[config.mk]
export PLATFORM = sky130hd
export DESIGN_NAME = aes_column_dependency_update_core_flat
export DESIGN_NICKNAME = d
export VERILOG_FILES = /design/src/hdl/acdu_pkg.sv /design/src/hdl/acdu_if.sv /design/src/hdl/acdu_alloc.sv /design/src/hdl/aes_column_dependency_update.sv /design/src/flat_wrapper.sv
export SDC_FILE = /design/constraint.sdc
export NUM_CORES = 1
export LEC_CHECK = 0
export BUFFER_PORTS_ARGS = -buffer_cell sky130_fd_sc_hd__buf_4
export CORE_MARGIN = 2
export CORE_UTILIZATION = 40
export DETAILED_ROUTE_END_ITERATION = 6
export GPL_ROUTABILITY_DRIVEN = 1
export MAX_ROUTING_LAYER = met4
export PLACE_DENSITY = 0.65
export RECOVER_POWER = 25
export SETUP_SLACK_MARGIN = 0.4
export SKIP_LAST_GASP = 1
export SYNTH_ARGS = -nofsm -noshare
export SYNTH_HDL_FRONTEND = slang
export SYNTH_SLANG_ARGS = --single-unit
[constraint.sdc]
create_clock -name clk -period 17.66 [get_ports clk]
set_input_delay 0.883 -clock clk [delete_from_list [all_inputs] [get_ports clk]]
set_output_delay 0.883 -clock clk [all_outputs]
set_load 0.005 [all_outputs]
[src/hdl/acdu_pkg.sv]
`default_nettype none

package acdu_pkg;

	localparam int COLUMNS  = 4;
	localparam int COUNT_W  = 3;
	localparam int DEP_BITS = 16;
	localparam int SLOT_W   = $clog2(COLUMNS);

	typedef logic [COUNT_W-1:0]  count_t;
	typedef logic [DEP_BITS-1:0] dep_t;
	typedef logic [SLOT_W-1:0]   slot_t;

	typedef struct packed {
		count_t in_count_0;
		count_t in_count_1;
		count_t in_count_2;
		count_t in_count_3;
		count_t out_count_0;
		count_t out_count_1;
		count_t out_count_2;
		count_t out_count_3;
		dep_t   dep_in_0;
		dep_t   dep_in_1;
		dep_t   dep_in_2;
		dep_t   dep_in_3;
	} req_t;

	typedef struct packed {
		dep_t dep_out_0;
		dep_t dep_out_1;
		dep_t dep_out_2;
		dep_t dep_out_3;
	} rsp_t;

endpackage

`default_nettype wire

[src/hdl/acdu_if.sv]
`default_nettype none

interface acdu_req_if
	import acdu_pkg::*;
();
	logic valid;
	logic ready;
	req_t data;

	modport source (output valid, output data, input ready);
	modport sink   (input valid, input data, output ready);
endinterface

interface acdu_rsp_if
	import acdu_pkg::*;
();
	logic valid;
	logic ready;
	rsp_t data;

	modport source (output valid, output data, input ready);
	modport sink   (input valid, input data, output ready);
endinterface

`default_nettype wire

[src/hdl/acdu_alloc.sv]
`default_nettype none

module acdu_alloc
	import acdu_pkg::*;
(
	input  count_t src     [COLUMNS],
	input  count_t room    [COLUMNS],
	input  dep_t   dep     [COLUMNS],
	output dep_t   dep_out [COLUMNS]
);

	slot_t  rank   [COLUMNS];
	count_t sorted [COLUMNS];
	count_t rem    [COLUMNS];
	dep_t   acc    [COLUMNS];
	count_t left;

	// Sort position of each output column: smaller room first, equal room
	// puts the higher column index first.
	always_comb begin
		for (int c = 0; c < COLUMNS; c++) begin
			rank[c] = '0;
			for (int j = 0; j < COLUMNS; j++) begin
				if (room[j] < room[c] || (j > c && room[j] == room[c])) begin
					rank[c] = rank[c] + slot_t'(1);
				end
			end
		end
	end

	always_comb begin
		for (int s = 0; s < COLUMNS; s++) begin
			sorted[s] = '0;
			for (int c = 0; c < COLUMNS; c++) begin
				if (rank[c] == slot_t'(s)) begin
					sorted[s] = room[c];
				end
			end
		end
	end

	// Greedy hand-out: each input column gives one byte to each slot with room,
	// lowest sorted slot first, until its bytes run out.
	always_comb begin
		left = '0;
		for (int s = 0; s < COLUMNS; s++) begin
			rem[s] = sorted[s];
			acc[s] = '0;
		end
		for (int i = 0; i < COLUMNS; i++) begin
			left = src[i];
			for (int s = 0; s < COLUMNS; s++) begin
				if (left != '0 && rem[s] != '0) begin
					acc[s] = acc[s] | dep[i];
					rem[s] = rem[s] - count_t'(1);
					left   = left - count_t'(1);
				end
			end
		end
	end

	// Back to original column order.
	always_comb begin
		for (int c = 0; c < COLUMNS; c++) begin
			dep_out[c] = acc[rank[c]];
		end
	end

endmodule

`default_nettype wire

[src/hdl/aes_column_dependency_update.sv]
`default_nettype none

// Column dependency update: each request carries four input-column byte
// counts, four output-column byte counts and four input dependency masks, and
// produces one response with the four new output-column masks. The block is a
// two-register pipeline (request register, response register) with the sort,
// the greedy byte hand-out and the unsort in one combinational pass between
// them, so it takes one request per cycle while the response side does not
// stall, and each request's result goes from the request register through the
// response register to the port. Back-pressure on the response side stalls
// both registers; no state carries from one request to the next.
module aes_column_dependency_update_core
	import acdu_pkg::*;
(
	input  wire        clk,
	input  wire        arst_n,
	acdu_req_if.sink   req,
	acdu_rsp_if.source rsp
);

	logic   valid_s1;
	req_t   req_s1;
	logic   valid_s2;
	rsp_t   rsp_s2;
	logic   adv_s2;
	logic   adv_s1;

	count_t src     [COLUMNS];
	count_t room    [COLUMNS];
	dep_t   dep     [COLUMNS];
	dep_t   dep_new [COLUMNS];

	assign adv_s2    = !valid_s2 || rsp.ready;
	assign adv_s1    = !valid_s1 || adv_s2;
	assign req.ready = adv_s1;

	always_ff @(posedge clk or negedge arst_n) begin
		if (!arst_n) begin
			valid_s1 <= 1'b0;
			valid_s2 <= 1'b0;
		end else begin
			if (adv_s1) begin
				valid_s1 <= req.valid;
			end
			if (adv_s2) begin
				valid_s2 <= valid_s1;
			end
		end
	end

	always_ff @(posedge clk) begin
		if (adv_s1 && req.valid) begin
			req_s1 <= req.data;
		end
		if (adv_s2 && valid_s1) begin
			rsp_s2.dep_out_0 <= dep_new[0];
			rsp_s2.dep_out_1 <= dep_new[1];
			rsp_s2.dep_out_2 <= dep_new[2];
			rsp_s2.dep_out_3 <= dep_new[3];
		end
	end

	assign src[0]  = req_s1.in_count_0;
	assign src[1]  = req_s1.in_count_1;
	assign src[2]  = req_s1.in_count_2;
	assign src[3]  = req_s1.in_count_3;
	assign room[0] = req_s1.out_count_0;
	assign room[1] = req_s1.out_count_1;
	assign room[2] = req_s1.out_count_2;
	assign room[3] = req_s1.out_count_3;
	assign dep[0]  = req_s1.dep_in_0;
	assign dep[1]  = req_s1.dep_in_1;
	assign dep[2]  = req_s1.dep_in_2;
	assign dep[3]  = req_s1.dep_in_3;

	acdu_alloc u_alloc (
		.src     (src),
		.room    (room),
		.dep     (dep),
		.dep_out (dep_new)
	);

	assign rsp.valid = valid_s2;
	assign rsp.data  = rsp_s2;

endmodule

`default_nettype wire
[src/flat_wrapper.sv]
// flat-port wrapper written by rule: the top's interface ports become plain ports
module aes_column_dependency_update_core_flat import acdu_pkg::*;
  (clk, arst_n, req_valid, req_data, req_ready, rsp_valid, rsp_data, rsp_ready);
  acdu_req_if req_i ();
  acdu_rsp_if rsp_i ();
  input  wire clk;
  input  wire arst_n;
  input wire logic [$bits(req_i.valid)-1:0] req_valid;
  input wire logic [$bits(req_i.data)-1:0] req_data;
  output wire logic [$bits(req_i.ready)-1:0] req_ready;
  output wire logic [$bits(rsp_i.valid)-1:0] rsp_valid;
  output wire logic [$bits(rsp_i.data)-1:0] rsp_data;
  input wire logic [$bits(rsp_i.ready)-1:0] rsp_ready;
  assign req_i.valid = req_valid;
  assign req_i.data = req_data;
  assign req_ready = req_i.ready;
  assign rsp_valid = rsp_i.valid;
  assign rsp_data = rsp_i.data;
  assign rsp_i.ready = rsp_ready;
  aes_column_dependency_update_core u_core (.clk(clk), .arst_n(arst_n), .req(req_i), .rsp(rsp_i));
endmodule
======== Word-level counts from Yosys, hierarchy flattened ========
Cells that the tools add are included.
operators by class
  add/sub/neg operators ................... 36
  order comparisons ....................... 20
  eq/ne operators ......................... 18
  multiplexer cells ....................... 84
  bitwise operators ....................... 16
  reduce and logical (&&, ||, !) cells .... 64
operator list
  cell                 number
  $mux 16              24
  $or 16x16->16        12
  $bmux 16 s2          4
  $mux 3               40
  $reduce_bool 3->1    32
  $sub 3x1->3 const B  24
  $lt 3x3->1           16
  $mux 2               12
  $eq 3x3->1           6
  $logic_and 1x1->1    18
  $add 2x1->2 const B  8
  $eq 2x2->1 const B   8
  $ge 3x3->1 const B   4
  $not 2->3            4
  $add 1x1->2 const B  4
  $eq 2x1->1 const B   4
  $logic_not 2->1      4
  $logic_or 1x1->1     8
  $mux 1               4
  $logic_not 1->1      2
storage, ports and cells
  register bits after elaboration ......... 154
  input bits .............................. 92
  output and inout port bits .............. 66
  logic and storage cells ................. 256

======== Logic depth before layout (Yosys ltp) ========
Gate-level depths: netlist of run 1.
  word-level depth ........................ 37
  depth in mapped cells ................... 51
  depth with buffers taken out ............ 46

======== Modules after synthesis ========
From an unflattened synthesis of run 1, not the netlist that was laid out.
second synthesis, totals
  cell total of the unflattened synthesis .. 1017
  area total of the unflattened synthesis .. 10864.2 um2
by module, submodules not included
  module                             instances  cells each  area an instance (um2)
  acdu_alloc                         1          857         6195.9
  aes_column_dependency_update_core  1          160         4668.2

======== Least setup slack after synthesis of run 1 ========
No wires, ideal clock.
  path type ............................... reg2reg
  start point ............................. register u_core.req_s1[72] (netlist bit)
  end point ............................... register u_core.rsp_s2, in the netlist u_core.rsp.data[10] (data pin)
  setup time .............................. 152 ps
  arrival time ............................ 10186 ps
  required time ........................... 17508 ps
  slack ................................... 7322 ps
  stages on the path, launching flop included .. 47
  cell sequence ........................... edfxtp_1 -> inv_1 -> ha_1 -> a21oi_1 -> o21a_2 -> nand2_1 -> ha_1 -> buf_6 -> nor2_1 -> mux2i_2 -> or4b_1 -> a21o_1 -> ha_1 -> ha_1 -> a21oi_2 -> clkbuf_1 -> buf_1 -> xnor2_1 -> [... 11 more ...] -> ha_1 -> ha_1 -> nor2_1 -> clkbuf_1 -> xnor2_1 -> inv_1 -> ha_1 -> ha_1 -> nor2_1 -> nor2_1 -> a311oi_2 -> nand4bb_1 -> clkbuf_2 -> dlygate4sd1_1 -> nand3_1 -> nor3_4 -> nand2_2 -> a31oi_1
RTL lines
  item                      line                                text
  start: declaration        aes_column_dependency_update.sv:22  req_t req_s1;
  start signal: assignment  aes_column_dependency_update.sv:53  req_s1 <= req.data;
  end: declaration          aes_column_dependency_update.sv:24  rsp_t rsp_s2;

==> results.ini, run 1 <==
[drt]
drt-total-wl_mm = 35.28
first_iter_violations = 1514
vias = 9648
drtPass1Iterations = 7
drc_errors = 20
avgRoutedWirePerCell_um = 23.01
vias_per_cell = 6.294
drtAntennaViolNets = 0

[floorplan]
rows = 61
core_sq_um = 27710
die_area_sq_um = 29430
dieHeight_um = 171.6
start_util = 0.4053
die_x_um = 171.6
io_pins = 158

[critical_path]
ff2ff_setup_slack_ns = 4.02
crit_arrival_ns = 13.86
path_max_fanout = 22
rr_startpoint = u_core.req_s1[72]$_DFFE_PP_
cp_common_cell = ha_1
path_delay_family = simple AND/OR/NAND/NOR gates
cpPeakStageDelay_ns = 1.10
reg2regPathDepth = 42
timing.rr.end = u_core.rsp.data[59]$_DFFE_PP_
critPathKind = reg -> reg
cp-end-kind = flip-flop
cp.required_ns = 17.88
cpMaxStageDelayCell = a311oi_2
critPathLaunchType = flip-flop
path_buf_inv = 7

[logic_synthesis]
yosys-top-cells-count = edfxtp_1 (152), nand2_1 (124), ha_1 (73)
ys.flop_type = edfxtp_1
synth_edf_count = 152
synth_most_common_cell = edfxtp_1
syn_area_sq_um = 11230
netlist.area_leader.share = 0.4065
synthArstFlopShare = 0.01299
ys_ff_latch = 154
syn_inst = 1005
synth-seq-area-share = 0.4109
syn_nets = 1170
synth_cell_types = 107
avgSynthCellArea_sq_um = 11.17
ys.warnings.count = 0
synthTopCellsByArea = edfxtp_1 (41%), ha_1 (8.1%), o221ai_1 (4.7%)
yosys.area.top_type = edfxtp_1

[clock_tree]
numCtsBuffers = 17
cts_tree = built
clockRootBuffer = clkbuf_16
clkTransAtPathRegs_ns = 0.07
cts_resized = 0
clkSinkCount = 154
cts_hold_buf = 0
clk_latency_ns = 0.44
htreeDepth = 4
cts_setup_buffers = 0
clockBufferDepth = 2

[layout]
syn2layout_area_growth_pct = 16.82
fillCellCount = 2563
drive_gt1_frac = 0.2779
n_antenna_cell = 0
instances_no_fill = 1533
post-route-cell-area_sq_um = 13120
nets = 1307

[placed_design]
routabilityCongestion = 0.9445
port_buffers = 157
dpl.hpwl_mm = 25.81
dp_cells = 1501
placed_area_sq_um = 12550

[timing]
finalSetupViolCount = 0
period_needed_ns = 13.64
slew_violations = 26
skew_ns = 0.01904
grt_setup_unrepaired = false
period_share = 0.7724
setup_tns_ns = 0
fmax_ghz = 0.07331
worstMarginPinSlew_ns = 1.534
hold_viol = 0
slew_headroom = -0.02320

[global_route]
grt_max_degree = 65
grt_util_all_layers = 0.2479
grt_pass1_vias = 9115
grt_pass1_wl_mm = 53.62
antenna_found_initial = 0
gr-total-overflow = 0

[worst_hold_path]
hold_class = in -> async

[status]
status = finished, violations left
violations = design-rule violations, max-capacitance violations, max-slew violations

[flow_run]
cap_viol_max_count = 1

==> stage by stage <==
step	setup WS [ns]	util	hold slack, ns
6_report	4.020	0.4735	0.2141
5_1_grt	3.289	0.4735	0.2250
4_1_cts	4.009	0.4736	0.2025
3_5_place_dp	4.106	0.4529	0.4797
3_3_place_gp	4.393	0.4529	0.4672
2_1_floorplan	7.322	-	0.4490
==> per-layer routing <==
metal / vias up / GRT usage / share of wire
met5: - / - / 0
met4: 0 / 0.08364 / 0.024
met3: 75 / 0.07179 / 0.12
met2: 652 / 0.3284 / 0.40
met1: 4547 / 0.3579 / 0.45
li1: 4374 / - / -
==> registers in the layout, summed over array words and instances (netlist names) <==
register,count
u_core.dep,64
u_core.req_s1,24
u_core.rsp.data,64
u_core.rsp.valid,1
u_core.valid_s1,1
==> cell usage in the layout (no fill, tap or decap), types with 11 or more instances in the layout <==
cell type and n:
nand3_1 27, clkbuf_16 17, a31oi_1 62, o21ai_0 15
a221oi_1 15, nand2b_1 15, nand2_1 124, inv_1 43
nor2_1 32, ha_1 73, o221ai_1 60, nand2_2 12
nor3_4 11, edfxtp_1 152, a22o_1 34, xnor2_1 11
a222oi_1 32, clkbuf_4 89, a21oi_1 15, buf_4 87
==> area by class of cell <==
type	count	area, sq um	share of cell area
tap	378	473.0	0.03605
clock inverter	13	132.6	0.01011
multi-input combinational	749	5969	0.4550
timing repair buffer	177	1325	0.1010
sequential	154	4614	0.3517
clock buffer	19	442.9	0.03376
inverter	43	161.4	0.01230
==> cell families after synthesis <==
kind of cell,synth area share
xor+xnor,0.01939
buf+inv,0.05961
mux,0.01471
flops,0.4109
compound gates,0.2643
fa+ha+maj,0.08134
simple gates,0.1498
==> worst max path at each step <==
| stage | from | to | cells after the start |
|---|---|---|---|
| global route | u_core.req_s1[68]$_DFFE_PP_ | u_core.rsp.data[27]$_DFFE_PP_ | 44 |
| detailed placement | u_core.req_s1[72]$_DFFE_PP_ | u_core.rsp.data[59]$_DFFE_PP_ | 42 |
| floorplan | u_core.req_s1[72]$_DFFE_PP_ | u_core.rsp.data[10]$_DFFE_PP_ | 46 |
| finish | u_core.req_s1[72]$_DFFE_PP_ | u_core.rsp.data[59]$_DFFE_PP_ | 42 |
| global placement | u_core.req_s1[68]$_DFFE_PP_ | u_core.rsp.data[27]$_DFFE_PP_ | 44 |
| CTS | u_core.req_s1[72]$_DFFE_PP_ | u_core.rsp.data[59]$_DFFE_PP_ | 42 |
Power of run 1 is not shown: default switching activity piles up to over one toggle a cycle in this logic, so the estimate is an artifact.
==> run 2: changes to the inputs <==
--- a/config.mk
+++ b/config.mk
@@ -5,13 +5,14 @@
 export SDC_FILE = /design/constraint.sdc
 export NUM_CORES = 1
 export LEC_CHECK = 0
+export ABC_AREA = 1
 export BUFFER_PORTS_ARGS = -buffer_cell sky130_fd_sc_hd__buf_4
 export CORE_MARGIN = 2
 export CORE_UTILIZATION = 40
 export DETAILED_ROUTE_END_ITERATION = 6
 export GPL_ROUTABILITY_DRIVEN = 1
 export MAX_ROUTING_LAYER = met4
-export PLACE_DENSITY = 0.65
+export PLACE_DENSITY = 0.68
 export RECOVER_POWER = 25
 export SETUP_SLACK_MARGIN = 0.4
 export SKIP_LAST_GASP = 1
==> constraint.sdc (replaced) <==
create_clock -name clk -period 11.2 [get_ports clk]
set_input_delay 0.56 -clock clk [delete_from_list [all_inputs] [get_ports clk]]
set_output_delay 0.56 -clock clk [all_outputs]
set_load 0.005 [all_outputs]
==> results.ini, run 2 <==
[layout]
fillCellCount = 2411
n_antenna_cell = 0
layout_common_cells = nand2_1 (277), edfxtp_1 (152), inv_1 (143), nor2_1 (107), buf_4 (95)
drive_gt1_frac = 0.2104
fin_util = 0.4939
syn2layout_area_growth_pct = 20.78
layout_commonest_cell = nand2_1
nets = 1578

[flow_run]
cap_viol_max_count = 0

[critical_path]
cp_common_cell = ha_1
critPathLaunchType = flip-flop
rr_startpoint = u_core.req_s1[72]$_DFFE_PP_
cpMaxStageDelayCell = o21ai_0
reg2regPathDepth = 56
cpPeakStageDelay_ns = 0.56
cp-end-kind = flip-flop
timing.rr.end = u_core.rsp.data[44]$_DFFE_PP_
crit_arrival_ns = 10.28
ff2ff_setup_slack_ns = 1.22
path_max_fanout = 20
critPathKind = reg -> reg
cp.required_ns = 11.51

[logic_synthesis]
ys.warnings.count = 0
yosys.area.top_type = edfxtp_1
synthTopCellsByArea = edfxtp_1 (43%), nand2_1 (9.7%), ha_1 (8.5%)
ys_ff_latch = 154
synth_most_common_cell = nand2_1
synth_edf_count = 152
synth-seq-area-share = 0.4306
syn_inst = 1252
avgSynthCellArea_sq_um = 8.559
syn_area_sq_um = 10720
syn_nets = 1417
netlist.area_leader.share = 0.4260
synth_cell_types = 42
yosys-top-cells-count = nand2_1 (277), edfxtp_1 (152), inv_1 (145)
ys.flop_type = edfxtp_1
synthArstFlopShare = 0.01299

[floorplan]
rows = 59
die_area_sq_um = 28110
io_pins = 158
die_x_um = 167.7
start_util = 0.4089
dieHeight_um = 167.7
core_sq_um = 26210

[worst_hold_path]
hold_class = in -> reg
holdPathEnd = u_core.dep[51]$_DFFE_PP_
min_path_cells = 1
worstHoldStart = req_data[51]

[clock_tree]
clkTransAtPathRegs_ns = 0.07
numCtsBuffers = 17
htreeDepth = 4
clk_latency_ns = 0.45
clockBufferDepth = 2
clkSinkCount = 154
cts_setup_buffers = 0
cts_tree = built
clockRootBuffer = clkbuf_16

[timing]
worstMarginPinSlew_ns = 1.035
hold_slack_ns = 0.3062
period_needed_ns = 9.977
finalSetupViolCount = 0
setup_tns_ns = 0
grt_setup_unrepaired = false
fmax_ghz = 0.1002
slew_headroom = 0.3092
skew_ns = 0.007983
final.setup.worst_slack_ns = 1.223
hold_viol = 0
slew_violations = 0
period_share = 0.8908

[placed_design]
post-place-ws_ns = 1.382
routabilityCongestion = 0.9689
port_buffers = 157
dpl.hpwl_mm = 25.70

[drt]
drtAntennaViolNets = 0
drtPass1Iterations = 6
vias = 9929
drc_errors = 0
vias_per_cell = 5.638
first_iter_violations = 1096
avgRoutedWirePerCell_um = 19.24
drt-total-wl_mm = 33.89

[global_route]
grt_pass1_vias = 9259
grt_util_all_layers = 0.2474
grt_max_degree = 78
gr-total-overflow = 0
antenna_found_initial = 0
grt_pass1_wl_mm = 52.13

[status]
status = completed

run 2: cell count changes after synthesis, moves of 25 or more:
cell,change
nand2_1,+153
inv_1,+102
a221oi_1,+73
nor2_1,+73
o221ai_1,-60
a31oi_1,-58
nand3_1,+41
o21ai_0,+39
o22ai_1,+35
a22o_1,-34
a222oi_1,-32
a21oi_1,+31
nand2_2,+25
run 2: what timing repair did:
item                                    4_1_cts  5_1_grt
gates resized for setup                       0        1
hold buffers                                  1        0
hold endpoints to repair                      2        0
endpoints found under the setup margin        0       53
run 2: worst max-delay path: cells and delay by family (launching register included):
| kind | cells | cell delay [ns] |
|---|---|---|
| and+or+nand+nor | 24 | 3.48 |
| DFF | 1 | 0.43 |
| adders and majority gates | 12 | 2.51 |
| AOI/OAI and AO/OA | 6 | 1.46 |
| buffers and inverters | 14 | 1.94 |
run 2: kinds of logic after synthesis:
kind of cell | Yosys count | synth area share
adder cells (fa/ha/maj) | 73 | 0.08524
flip-flops | 154 | 0.4306
AND/OR/NAND/NOR | 546 | 0.2317
XOR/XNOR | 13 | 0.01133
AO/OA/AOI/OAI | 262 | 0.1642
buffers and inverters | 204 | 0.07695
run 2: per-stage QoR:
| stage | instances | cell area [sq um] |
|---|---|---|
| 2_1_floorplan | 1252 | 10720 |
| 3_3_place_gp | 1728 | 12350 |
| 3_5_place_dp | 1728 | 12350 |
| 4_1_cts | 1761 | 12960 |
| 5_1_grt | 1761 | 12940 |
| 6_report | 1761 | 12940 |
run 2: how the worst max path moves through the flow:
| stage | from | end | slack (ns) |
|---|---|---|---|
| after floorplan | u_core.req_s1[72]$_DFFE_PP_ | u_core.rsp.data[11]$_DFFE_PP_ | 2.28 |
| after global placement | u_core.req_s1[72]$_DFFE_PP_ | u_core.rsp.data[11]$_DFFE_PP_ | 1.63 |
| after detailed placement | u_core.req_s1[72]$_DFFE_PP_ | u_core.rsp.data[44]$_DFFE_PP_ | 1.38 |
| after CTS | u_core.req_s1[72]$_DFFE_PP_ | u_core.rsp.data[44]$_DFFE_PP_ | 1.31 |
| after global routing | u_core.req_s1[72]$_DFFE_PP_ | u_core.rsp.data[28]$_DFFE_PP_ | 0.40 |
| final | u_core.req_s1[72]$_DFFE_PP_ | u_core.rsp.data[44]$_DFFE_PP_ | 1.22 |
run 2: routing by layer:
layer | wire (um) | track usage | vias to the layer above
met5 | 0 | - | -
met4 | 890 | 0.07524 | 0
met3 | 3485 | 0.06594 | 61
met2 | 14520 | 0.3585 | 606
met1 | 15000 | 0.3391 | 4544
li1 | - | - | 4718
run 2: area by class of cell:
type / count / area (sq um) / area share
multi-input cells: 894 / 5290 / 0.4087
clock inverters: 15 / 183.9 / 0.01421
inverters: 159 / 604.3 / 0.04669
repair buffers: 187 / 1405 / 0.1086
flip-flops and latches: 154 / 4614 / 0.3565
well taps: 335 / 419.2 / 0.03239
clock buffers: 17 / 425.4 / 0.03287
Power of run 2 is left out for the same reason.
